**src/rtl/h2f_pkg.sv**
```systemverilog
// ----------------------------------------------------------------------------
// h2f_pkg
// Shared types and constants of the NAL unit to FLV video tag packetizer.
// ----------------------------------------------------------------------------
package h2f_pkg;

    localparam int BYTE_W = 8;
    localparam int TYPE_W = 5;
    localparam int LEN_W  = 24;
    localparam int SIZE_W = 25;

    localparam logic [LEN_W-1:0] POS_MAX = 24'hFFFFFF;

    // NAL unit types
    localparam logic [TYPE_W-1:0] NAL_IDR = 5'd5;
    localparam logic [TYPE_W-1:0] NAL_SPS = 5'd7;
    localparam logic [TYPE_W-1:0] NAL_PPS = 5'd8;

    // Tag body constants
    localparam logic [BYTE_W-1:0] TAG_KEY_AVC   = 8'h17;
    localparam logic [BYTE_W-1:0] TAG_INTER_AVC = 8'h27;
    localparam logic [BYTE_W-1:0] BYTE_ONE      = 8'h01;
    localparam logic [BYTE_W-1:0] BYTE_FF       = 8'hFF;
    localparam logic [BYTE_W-1:0] BYTE_E1       = 8'hE1;

    // Header lengths: fixed part of a sequence header, whole frame header
    localparam int SEQ_FIXED_LEN = 13;
    localparam int FRM_HDR_LEN   = 9;

    // Packet kinds
    localparam logic KIND_SEQ = 1'b0;
    localparam logic KIND_FRM = 1'b1;

    typedef struct packed {
        logic [BYTE_W-1:0] nal_byte;
        logic [TYPE_W-1:0] nal_type;
        logic [LEN_W-1:0]  nal_length;
        logic              nal_start;
    } nal_item_t;

    typedef struct packed {
        logic [BYTE_W-1:0] out_byte;
        logic              packet_kind;
        logic [SIZE_W-1:0] body_size;
        logic              last_of_packet;
    } tag_item_t;

    typedef enum logic [0:0] {
        ST_IDLE,
        ST_BURST
    } ctrl_state_t;

    // Controller to datapath
    typedef struct packed {
        logic accept;        // input transfer this cycle
        logic advance;       // emit next header byte of the burst
        logic burst_active;
    } ctrl_cmd_t;

    // Datapath to controller
    typedef struct packed {
        logic burst_req;     // current input item starts a header burst
        logic burst_last;    // burst index is on its final byte
        logic out_free;      // output register can load this cycle
    } ctrl_status_t;

endpackage

```
**src/rtl/h2f_if.sv**
```systemverilog
// ----------------------------------------------------------------------------
// h2f_if
// Valid/ready stream interfaces for NAL input bytes and tag body output bytes.
// ----------------------------------------------------------------------------
interface h2f_nal_if
    import h2f_pkg::*;
();
    logic      valid;
    logic      ready;
    nal_item_t data;

    modport source (output valid, output data, input ready);
    modport sink   (input valid, input data, output ready);
endinterface

interface h2f_tag_if
    import h2f_pkg::*;
();
    logic      valid;
    logic      ready;
    tag_item_t data;

    modport source (output valid, output data, input ready);
    modport sink   (input valid, input data, output ready);
endinterface

```
**src/rtl/h264_nal_to_flv_video_tag_core.sv**
```systemverilog
// ----------------------------------------------------------------------------
// h264_nal_to_flv_video_tag_core
// Packs Annex-B H.264 NAL unit bytes into FLV AVC video tag body bytes.
// ----------------------------------------------------------------------------
// Usage:
//   nal_in carries one NAL byte per transfer with its unit's type and length;
//   nal_start marks the first byte of a unit. tag_out carries one body byte
//   per transfer with packet kind, body size and a last-byte flag.
//   SPS units are stored (up to SPS_MAX bytes) and emit nothing.
//   Payload bytes of PPS and other units are registered and come out in the
//   cycle after their transfer, at one byte per cycle while tag_out takes them.
//   Byte 3 of a PPS unit starts a sequence header burst of 16 + SPS length
//   bytes; byte 2 of any other unit starts a 9-byte frame header burst. The
//   burst sequencer emits one byte per cycle while tag_out takes them and
//   holds nal_in.ready low until its last byte is loaded.
//   A single output register separates the channels: when tag_out stalls,
//   the register holds and nal_in.ready drops until it is taken.
//   Reset clears position, SPS length and the SPS store valid bits at once;
//   no clearing pass is needed and the block is ready right after reset.
// ----------------------------------------------------------------------------
module h264_nal_to_flv_video_tag_core
    import h2f_pkg::*;
#(
    parameter int SPS_MAX = 32
)
(
    input  logic             clk,
    input  logic             rst_n,
    h2f_nal_if.sink          nal_in,
    h2f_tag_if.source        tag_out
);

    ctrl_cmd_t    cmd;
    ctrl_status_t status;
    logic         in_ready;

    h2f_ctrl u_ctrl (
        .clk      (clk),
        .rst_n    (rst_n),
        .in_valid (nal_in.valid),
        .in_ready (in_ready),
        .status   (status),
        .cmd      (cmd)
    );

    h2f_datapath #(
        .SPS_MAX (SPS_MAX)
    ) u_datapath (
        .clk       (clk),
        .rst_n     (rst_n),
        .in_data   (nal_in.data),
        .cmd       (cmd),
        .status    (status),
        .out_ready (tag_out.ready),
        .out_valid (tag_out.valid),
        .out_data  (tag_out.data)
    );

    assign nal_in.ready = in_ready;

`ifndef SYNTHESIS
    a_no_input_in_burst: assert property (@(posedge clk) disable iff (!rst_n)
        cmd.burst_active |-> !nal_in.ready)
        else $error("input taken during header burst");

    a_advance_needs_room: assert property (@(posedge clk) disable iff (!rst_n)
        cmd.advance |-> status.out_free)
        else $error("burst advanced into a full output register");

    a_burst_starts: assert property (@(posedge clk) disable iff (!rst_n)
        (cmd.accept && status.burst_req) |=> cmd.burst_active)
        else $error("header burst did not start");

    a_burst_ends: assert property (@(posedge clk) disable iff (!rst_n)
        (cmd.advance && status.burst_last) |=> !cmd.burst_active)
        else $error("header burst did not end after its last byte");
`endif

endmodule

```
**src/rtl/h2f_ctrl.sv**
```systemverilog
// ----------------------------------------------------------------------------
// h2f_ctrl
// Sequencer: takes input bytes, or steps through a header burst.
// ----------------------------------------------------------------------------
module h2f_ctrl
    import h2f_pkg::*;
(
    input  logic         clk,
    input  logic         rst_n,
    input  logic         in_valid,
    output logic         in_ready,
    input  ctrl_status_t status,
    output ctrl_cmd_t    cmd
);

    ctrl_state_t state_reg;
    ctrl_state_t state_next;

    always_ff @(posedge clk or negedge rst_n)
    begin
        if (!rst_n)
        begin
            state_reg <= ST_IDLE;
        end
        else
        begin
            state_reg <= state_next;
        end
    end

    always_comb
    begin
        state_next       = state_reg;
        in_ready         = 1'b0;
        cmd.accept       = 1'b0;
        cmd.advance      = 1'b0;
        cmd.burst_active = 1'b0;
        unique case (state_reg)
            ST_IDLE:
            begin
                in_ready   = status.out_free;
                cmd.accept = in_valid && status.out_free;
                if (cmd.accept && status.burst_req)
                begin
                    state_next = ST_BURST;
                end
            end
            ST_BURST:
            begin
                cmd.burst_active = 1'b1;
                cmd.advance      = status.out_free;
                if (status.out_free && status.burst_last)
                begin
                    state_next = ST_IDLE;
                end
            end
            default:
            begin
                state_next = ST_IDLE;
            end
        endcase
    end

endmodule

```
**src/rtl/h2f_datapath.sv**
```systemverilog
// ----------------------------------------------------------------------------
// h2f_datapath
// Byte position tracking, SPS store, header byte generation, output register.
// ----------------------------------------------------------------------------
module h2f_datapath
    import h2f_pkg::*;
#(
    parameter int SPS_MAX = 32
)
(
    input  logic         clk,
    input  logic         rst_n,
    input  nal_item_t    in_data,
    input  ctrl_cmd_t    cmd,
    output ctrl_status_t status,
    input  logic         out_ready,
    output logic         out_valid,
    output tag_item_t    out_data
);

    localparam int AW = (SPS_MAX > 1) ? $clog2(SPS_MAX) : 1;
    localparam int LW = $clog2(SPS_MAX + 1);
    localparam int KW = $clog2(SPS_MAX + 16);

    // ---------------- state ----------------
    logic [LEN_W-1:0]  pos_reg;
    logic              four_byte_reg;
    logic [LW-1:0]     sps_length_reg;
    logic [SPS_MAX-1:0] sps_vld_reg;
    logic [BYTE_W-1:0] sps_mem [SPS_MAX];
    logic [BYTE_W-1:0] rdata_reg;
    logic              rvld_reg;

    logic [KW-1:0]     k_reg;
    logic [KW-1:0]     k_next;
    logic [KW-1:0]     lastk_reg;
    logic              bkind_reg;
    logic [LEN_W-1:0]  bpl_reg;
    logic [SIZE_W-1:0] bsize_reg;
    logic [BYTE_W-1:0] btag_reg;

    logic              out_valid_reg;
    tag_item_t         out_item_reg;

    // ---------------- input decode ----------------
    logic [LEN_W-1:0]  p;
    logic [LEN_W-1:0]  pos_next;
    logic              in_range;
    logic              is_sps;
    logic              is_pps;
    logic              is_frm;
    logic [LEN_W-1:0]  len_less4;
    logic [LW-1:0]     sps_len_new;
    logic [SIZE_W-1:0] pps_size;
    logic              fb_new;
    logic [LEN_W-1:0]  sc;
    logic [LEN_W-1:0]  frm_pl;
    logic [SIZE_W-1:0] frm_size;
    logic              burst_req;
    logic              emit_single;
    logic              sps_wr;
    logic [LEN_W-1:0]  sps_off;

    always_comb
    begin
        p        = in_data.nal_start ? '0 : pos_reg;
        pos_next = (p < POS_MAX) ? p + 1'b1 : POS_MAX;
        in_range = p < in_data.nal_length;
        is_sps   = in_data.nal_type == NAL_SPS;
        is_pps   = in_data.nal_type == NAL_PPS;
        is_frm   = !is_sps && !is_pps;

        len_less4 = (in_data.nal_length >= LEN_W'(4)) ? in_data.nal_length - LEN_W'(4) : '0;
        sps_len_new = (len_less4 > LEN_W'(SPS_MAX)) ? LW'(SPS_MAX) : len_less4[LW-1:0];
        pps_size = SIZE_W'(16) + SIZE_W'(sps_length_reg) + SIZE_W'(len_less4);

        fb_new   = (p == LEN_W'(2)) ? (in_data.nal_byte == '0) : four_byte_reg;
        sc       = fb_new ? LEN_W'(4) : LEN_W'(3);
        frm_pl   = (in_data.nal_length > sc) ? in_data.nal_length - sc : '0;
        frm_size = SIZE_W'(FRM_HDR_LEN) + SIZE_W'(frm_pl);

        burst_req = in_range && ((is_pps && p == LEN_W'(3)) ||
                                 (is_frm && p == LEN_W'(2)));
        emit_single = in_range && ((is_pps && p >= LEN_W'(4)) || (is_frm && p >= sc));

        sps_off = p - LEN_W'(4);
        sps_wr  = in_range && is_sps && p >= LEN_W'(4) && sps_off < LEN_W'(SPS_MAX);
    end

    // ---------------- burst byte generation ----------------
    logic [KW-1:0]     sps_end;
    logic [KW-1:0]     tail;
    logic [KW-1:0]     raddr_wide;
    logic [AW-1:0]     raddr;
    logic [BYTE_W-1:0] store_byte;
    logic [15:0]       sps_len16;
    tag_item_t         burst_item;

    always_comb
    begin
        k_next = k_reg;
        if (cmd.accept && burst_req)
        begin
            k_next = '0;
        end
        else if (cmd.advance)
        begin
            k_next = k_reg + 1'b1;
        end
        // profile/compat/level bytes sit at store index 1..3
        if (k_next >= KW'(6) && k_next <= KW'(8))
        begin
            raddr_wide = k_next - KW'(5);
        end
        else
        begin
            raddr_wide = k_next - KW'(SEQ_FIXED_LEN);
        end
        raddr = (raddr_wide < KW'(SPS_MAX)) ? raddr_wide[AW-1:0] : '0;
    end

    always_comb
    begin
        sps_end    = KW'(SEQ_FIXED_LEN) + KW'(sps_length_reg);
        tail       = k_reg - sps_end;
        store_byte = rvld_reg ? rdata_reg : '0;
        sps_len16  = 16'(sps_length_reg);

        burst_item.packet_kind    = bkind_reg;
        burst_item.body_size      = bsize_reg;
        burst_item.last_of_packet = 1'b0;
        burst_item.out_byte       = '0;

        if (bkind_reg == KIND_SEQ)
        begin
            if (k_reg < KW'(SEQ_FIXED_LEN))
            begin
                case (k_reg[3:0]) inside
                    4'd0:          burst_item.out_byte = TAG_KEY_AVC;
                    [4'd1:4'd4]:   burst_item.out_byte = '0;
                    4'd5:          burst_item.out_byte = BYTE_ONE;
                    [4'd6:4'd8]:   burst_item.out_byte = store_byte;
                    4'd9:          burst_item.out_byte = BYTE_FF;
                    4'd10:         burst_item.out_byte = BYTE_E1;
                    4'd11:         burst_item.out_byte = sps_len16[15:8];
                    4'd12:         burst_item.out_byte = sps_len16[7:0];
                    default:       burst_item.out_byte = '0;
                endcase
            end
            else if (k_reg < sps_end)
            begin
                burst_item.out_byte = store_byte;
            end
            else
            begin
                case (tail[1:0])
                    2'd0:    burst_item.out_byte = BYTE_ONE;
                    2'd1:    burst_item.out_byte = bpl_reg[15:8];
                    default:
                    begin
                        burst_item.out_byte       = bpl_reg[7:0];
                        burst_item.last_of_packet = bpl_reg == '0;
                    end
                endcase
            end
        end
        else
        begin
            case (k_reg[3:0]) inside
                4'd0:        burst_item.out_byte = btag_reg;
                4'd1:        burst_item.out_byte = BYTE_ONE;
                [4'd2:4'd5]: burst_item.out_byte = '0;
                4'd6:        burst_item.out_byte = bpl_reg[23:16];
                4'd7:        burst_item.out_byte = bpl_reg[15:8];
                4'd8:
                begin
                    burst_item.out_byte       = bpl_reg[7:0];
                    burst_item.last_of_packet = bpl_reg == '0;
                end
                default:     burst_item.out_byte = '0;
            endcase
        end

        status.burst_req  = burst_req;
        status.burst_last = k_reg == lastk_reg;
        status.out_free   = !out_valid_reg || out_ready;
    end

    // ---------------- registers ----------------
    always_ff @(posedge clk or negedge rst_n)
    begin
        if (!rst_n)
        begin
            pos_reg        <= '0;
            four_byte_reg  <= 1'b0;
            sps_length_reg <= '0;
            sps_vld_reg    <= '0;
            out_valid_reg  <= 1'b0;
        end
        else
        begin
            if (cmd.accept)
            begin
                pos_reg <= pos_next;
                if (in_range && is_sps)
                begin
                    sps_length_reg <= sps_len_new;
                end
                if (in_range && is_frm && p == LEN_W'(2))
                begin
                    four_byte_reg <= fb_new;
                end
                if (sps_wr)
                begin
                    sps_vld_reg[sps_off[AW-1:0]] <= 1'b1;
                end
            end
            if ((cmd.accept && emit_single) || cmd.advance)
            begin
                out_valid_reg <= 1'b1;
            end
            else if (out_ready)
            begin
                out_valid_reg <= 1'b0;
            end
        end
    end

    // SPS store: one write port, one registered read port read every cycle
    always_ff @(posedge clk)
    begin
        if (cmd.accept && sps_wr)
        begin
            sps_mem[sps_off[AW-1:0]] <= in_data.nal_byte;
        end
        rdata_reg <= sps_mem[raddr];
        rvld_reg  <= sps_vld_reg[raddr];
    end

    always_ff @(posedge clk)
    begin
        k_reg <= k_next;
        if (cmd.accept && burst_req)
        begin
            if (is_pps)
            begin
                bkind_reg <= KIND_SEQ;
                bpl_reg   <= len_less4;
                bsize_reg <= pps_size;
                lastk_reg <= KW'(SEQ_FIXED_LEN + 2) + KW'(sps_length_reg);
            end
            else
            begin
                bkind_reg <= KIND_FRM;
                bpl_reg   <= frm_pl;
                bsize_reg <= frm_size;
                lastk_reg <= KW'(FRM_HDR_LEN - 1);
            end
            btag_reg <= (in_data.nal_type == NAL_IDR) ? TAG_KEY_AVC : TAG_INTER_AVC;
        end
        if (cmd.accept && emit_single)
        begin
            out_item_reg.out_byte       <= in_data.nal_byte;
            out_item_reg.packet_kind    <= is_pps ? KIND_SEQ : KIND_FRM;
            out_item_reg.body_size      <= is_pps ? pps_size : frm_size;
            out_item_reg.last_of_packet <= p == in_data.nal_length - 1'b1;
        end
        else if (cmd.advance)
        begin
            out_item_reg <= burst_item;
        end
    end

    assign out_valid = out_valid_reg;
    assign out_data  = out_item_reg;

endmodule
```
**src/flat_wrapper.sv**
```systemverilog
// flat-port wrapper written by rule: the top's interface ports become plain ports
module h264_nal_to_flv_video_tag_core_flat import h2f_pkg::*;
#(
    parameter int SPS_MAX = 32
)
  (clk, rst_n, nal_in_valid, nal_in_data, nal_in_ready, tag_out_valid, tag_out_data, tag_out_ready);
  h2f_nal_if nal_in_i ();
  h2f_tag_if tag_out_i ();
  input  logic clk;
  input  logic rst_n;
  input wire logic [$bits(nal_in_i.valid)-1:0] nal_in_valid;
  input wire logic [$bits(nal_in_i.data)-1:0] nal_in_data;
  output wire logic [$bits(nal_in_i.ready)-1:0] nal_in_ready;
  output wire logic [$bits(tag_out_i.valid)-1:0] tag_out_valid;
  output wire logic [$bits(tag_out_i.data)-1:0] tag_out_data;
  input wire logic [$bits(tag_out_i.ready)-1:0] tag_out_ready;
  assign nal_in_i.valid = nal_in_valid;
  assign nal_in_i.data = nal_in_data;
  assign nal_in_ready = nal_in_i.ready;
  assign tag_out_valid = tag_out_i.valid;
  assign tag_out_data = tag_out_i.data;
  assign tag_out_i.ready = tag_out_ready;
  h264_nal_to_flv_video_tag_core #(.SPS_MAX(SPS_MAX)) u_core (.clk(clk), .rst_n(rst_n), .nal_in(nal_in_i), .tag_out(tag_out_i));
endmodule
```
**config.mk**
```make
export PLATFORM = sky130hd
export DESIGN_NAME = h264_nal_to_flv_video_tag_core_flat
export DESIGN_NICKNAME = d
export VERILOG_FILES = /design/src/rtl/h2f_pkg.sv /design/src/rtl/h2f_if.sv /design/src/rtl/h264_nal_to_flv_video_tag_core.sv /design/src/rtl/h2f_ctrl.sv /design/src/rtl/h2f_datapath.sv /design/src/flat_wrapper.sv
export SDC_FILE = /design/constraint.sdc
export NUM_CORES = 1
export LEC_CHECK = 0
export ABC_AREA = 1
export BUFFER_PORTS_ARGS = -buffer_cell sky130_fd_sc_hd__buf_2
export CAP_MARGIN = 20
export CORE_AREA = 2 2 201 203
export DETAILED_ROUTE_END_ITERATION = 16
export DIE_AREA = 0 0 203 205
export GPL_TIMING_DRIVEN = 0
export HOLD_SLACK_MARGIN = 0.12
export PLACE_DENSITY_LB_ADDON = 0.05
export SYNTH_ARGS = -nofsm -noshare
export SYNTH_HDL_FRONTEND = slang
export SYNTH_SLANG_ARGS = --single-unit
```
**constraint.sdc**
```tcl
create_clock -name clk -period 5.15 [get_ports clk]
set_input_delay 1.03 -clock clk [delete_from_list [all_inputs] [get_ports clk]]
set_output_delay 1.03 -clock clk [all_outputs]
set_load 0.02 [all_outputs]
```
==> summary.txt <==
Die
  • I/O pin count: 79
  • Core area: 39,400 sq um
  • Die Y-Extent: 205 um
  • Die area: 41,600 sq um
  • Die X: 203 um
  • Initial Utilization: 0.626
  • Site Rows: 73

Clocking
  • H-tree levels: 2
  • Clock latency on the worst-skew pair: 620 ps
  • Clk sink count: 429
  • CTS Buf Count: 44
  • Clock-pin slew on the worst setup and hold paths: 60 ps
  • CTS tree: done
  • Root Driver: clkbuf_16
  • Clock Path Buffers: 3
  • # hold bufs at CTS: 0

Setup path
  • Worst r2r src: u_core.u_datapath.out_valid$_DFFE_PN0P_
  • Crit. End Element: flip-flop
  • Crit-path slowest cell: nor2_1
  • Crit path DAT: 5360 ps
  • CP Max Fanout: 10
  • Buf+Inv Stages, Crit Path: 4
  • Crit-path max cell delay: 580 ps
  • Startpoint types: primary input
  • Worst setup path category: in -> reg
  • Largest delay contributor family on the critical path: simple AND/OR/NAND/NOR gates
  • Critical Path Source: tag_out_ready
  • Worst Path Required: 5360 ps
  • CP cell instances: buf_2, nor2_1, nor2_2, nand2_2, inv_1, clkbuf_1, nand4_1, nor2_2, nor4b_2, nand2_1, buf_2, nor2_1

Layout
  • Fillers: 2,929
  • Fin cells: 3,632
  • Most frequent cells in the layout: nand2_1, inv_1, nand3_1, edfxtp_1, nor2_1
  • Layout cells sized above 1: 0.142
  • Area growth syn-to-layout: 15.9%
  • Max FFs per register: 256
  • Commonest non-fill, non-tap cell in the layout: nand2_1
  • # nets final: 3,183

Timing
  • Peak Freq: 0.194 GHz
  • Setup Skew: 49.4 ps
  • RSZ-0062 raised after global routing: true
  • Slew Limit Headroom: 0.373
  • Slew Viols, Final: 0
  • Worst-Margin Slew: 940 ps
  • Final setup fails: 0
  • Min Tclk post-route: 5150 ps
  • Final Hold Viols: 0
  • Period utilisation layout: 0.999

Synth
  • Top cell type's share of synthesized area: 0.425
  • Adder-cell share of the synthesized area: 0.0369
  • Yosys reg bits: 429
  • Async set-reset flop share out of synthesis: 0.152
  • Post-synth EDFFs: 349
  • Syn Nets: 3,015
  • Post-synthesis simple-gate area fraction: 0.252
  • Multiplexer area fraction after synthesis: 0.000812
  • Post-Syn Area: 24,700 sq um
  • Leading post-synthesis cells by cell area: edfxtp_1, nand2_1, nand3_1
  • Post-synthesis compound-gate area fraction: 0.0745
  • Xor/xnor share of the synthesized area: 0.0362
  • Main combinational cell family by area after synthesis: simple AND/OR/NAND/NOR gates
  • Synth warn: 0
  • Sequential share of the synthesized area: 0.503
  • Synth unique cells: 61
  • Avg Cell Area, Syn: 8.50 sq um
  • Synth Instances: 2,902
  • Synth Flop Type: edfxtp_1
  • Synth area leader: edfxtp_1

Pwr
  • Comb pwr share: 0.411
  • Power Total: 12.3 mW
  • Internal Power: 7.24 mW
  • Sequential power share: 0.333
  • Leakage: 12.4 nW
  • Pwr dens: 429 nW/um^2
  • Sw frac: 0.410
  • Clock power share: 0.257
  • Switching power: 5.03 mW
  • Peak VDD IR: 0.352 mV

Global routing
  • First-pass GRT wire length: 118,000 um
  • Number of global-route vias before repair: 21,100
  • Initial antenna violation count: 1
  • GRT Total Usage: 0.376
  • Remaining Overflow, GRT: 0
  • Largest net degree at the start of global routing: 58

Routing
  • Drt total wl: 79,200 um
  • Vias: 22,000
  • DRT Pass-1 Iters: 7
  • Final ANT Viol Nets: 0
  • Routed WL per cell: 21.8 um
  • Vias per cell: 6.07
  • DRT iter0 DRCs: 2,845
  • DR DRC count: 0

Placement
  • Placed cells: 3,505
  • HPWL after DPL: 56,400 um
  • RePlAce Congestion: 1.03
  • Port Buffers: 75

Run
  • Max_cap viols: 0

Min path
  • Hold Crit Class: in -> async

Outcome
  • Outcome: complete, no violations
## cells in the mapped netlist (5+ instances only)
cell type  count
a21oi_1       60
a22oi_1       15
a31oi_1       19
nand4_1       32
dfxtp_1       15
nor4_1        25
buf_6         15
buf_2         39
o21ai_0      150
clkinv_1       5
xor2_1        89
ha_1          68
edfxtp_1     349
o21ai_1        8
inv_2          9
dfrtp_1       65
buf_4         10
a221oi_1       5
nand3b_1      45
clkbuf_1      28
o21a_1         5
nand3_1      380
nor3_1        33
buf_1         12
nor2_1       271
xnor2_1       13
inv_1        461
nand2_1      593
or2_2          7
o22ai_1        8
nand2_2        5
o211ai_1      10
## power groups by stage
stage	Clock, mW	Sequential [mW]	Combinational (mW)
finish	3.15	4.08	5.04
global route	3.28	4.09	5.35
CTS	3.14	4.07	4.50
detailed placement	0	4.14	4.32
global placement	0	4.14	4.20
floorplan	0	4.18	2.83
## worst reg2reg max path: cells and delay by family, from the launching register on
family                 cells  cell delay, ps
buffers and inverters      4            1050
DFF                        1             370
and+or+nand+nor            8            3250
## per-stage QoR
step	TNS, ps	setup slack, ps	utilization	hold WS, ps	area, sq um
after CTS	-27.6	-27.6	0.701	273	27600
after global placement	-319740	-1370	0.654	438	25700
after global routing	-12960	-176	0.726	277	28600
after floorplan	-13.2	-13.2	-	427	24700
after detailed placement	-339250	-1510	0.656	447	25800
final	0	4.88	0.726	272	28600
## metal layers
metal | vias to the layer above | global-route usage | wire length [um]
li1 | 10000 | - | -
met1 | 10500 | 0.515 | 31100
met2 | 1360 | 0.587 | 35800
met3 | 213 | 0.0904 | 9510
met4 | 0 | 0.138 | 2740
met5 | - | 0 | 0
## kinds of logic after synthesis
kind of cell               count (synthesis)
AOI/OAI and AO/OA                        316
xor gates and xnor gates                 102
adders and majority gates                 71
buffers and inverters                    580
DFF                                      429
muxes                                      2
and+or+nand+nor                         1402
## final timing paths
path                            slack (ps)                                             to  cells past startpoint
worst min register to register         460  u_core.u_datapath.sps_vld_reg[16]$_DFFE_PN0P_                      2
worst max-delay path                     5      u_core.u_datapath.sps_mem[8][5]$_DFFE_PP_                     12
worst max register to register          90      u_core.u_datapath.sps_mem[8][5]$_DFFE_PP_                     12
worst min-delay path                   270        u_core.u_datapath.out_valid$_DFFE_PN0P_                      1
max in group asynchronous             4250      u_core.u_datapath.pos_reg[19]$_DFFE_PN0P_                      2
min in group clk                       460  u_core.u_datapath.sps_vld_reg[16]$_DFFE_PN0P_                      2
## what timing repair did
action / in CTS / in global routing
gates cloned: 1 / 2
resized for setup: 87 / 176
endpoints found under the setup margin: 331 / 327
setup buffers: 8 / 37
pin swaps: 13 / 42
## final cells by class
type / instances / area (sq um) / share of cell area
flip-flops and latches: 429 / 12400 / 0.434
multi-input cells: 1894 / 10700 / 0.373
inverters: 476 / 1820 / 0.0636
clock buffers: 57 / 1170 / 0.0409
repair buffers: 125 / 905 / 0.0317
plain buffers: 100 / 732 / 0.0256
well taps: 525 / 657 / 0.0230
clock inverters: 25 / 234 / 0.00819
diodes: 1 / 2.50 / 0.0000876
Note: power is estimated with default switching activity, not from simulation.
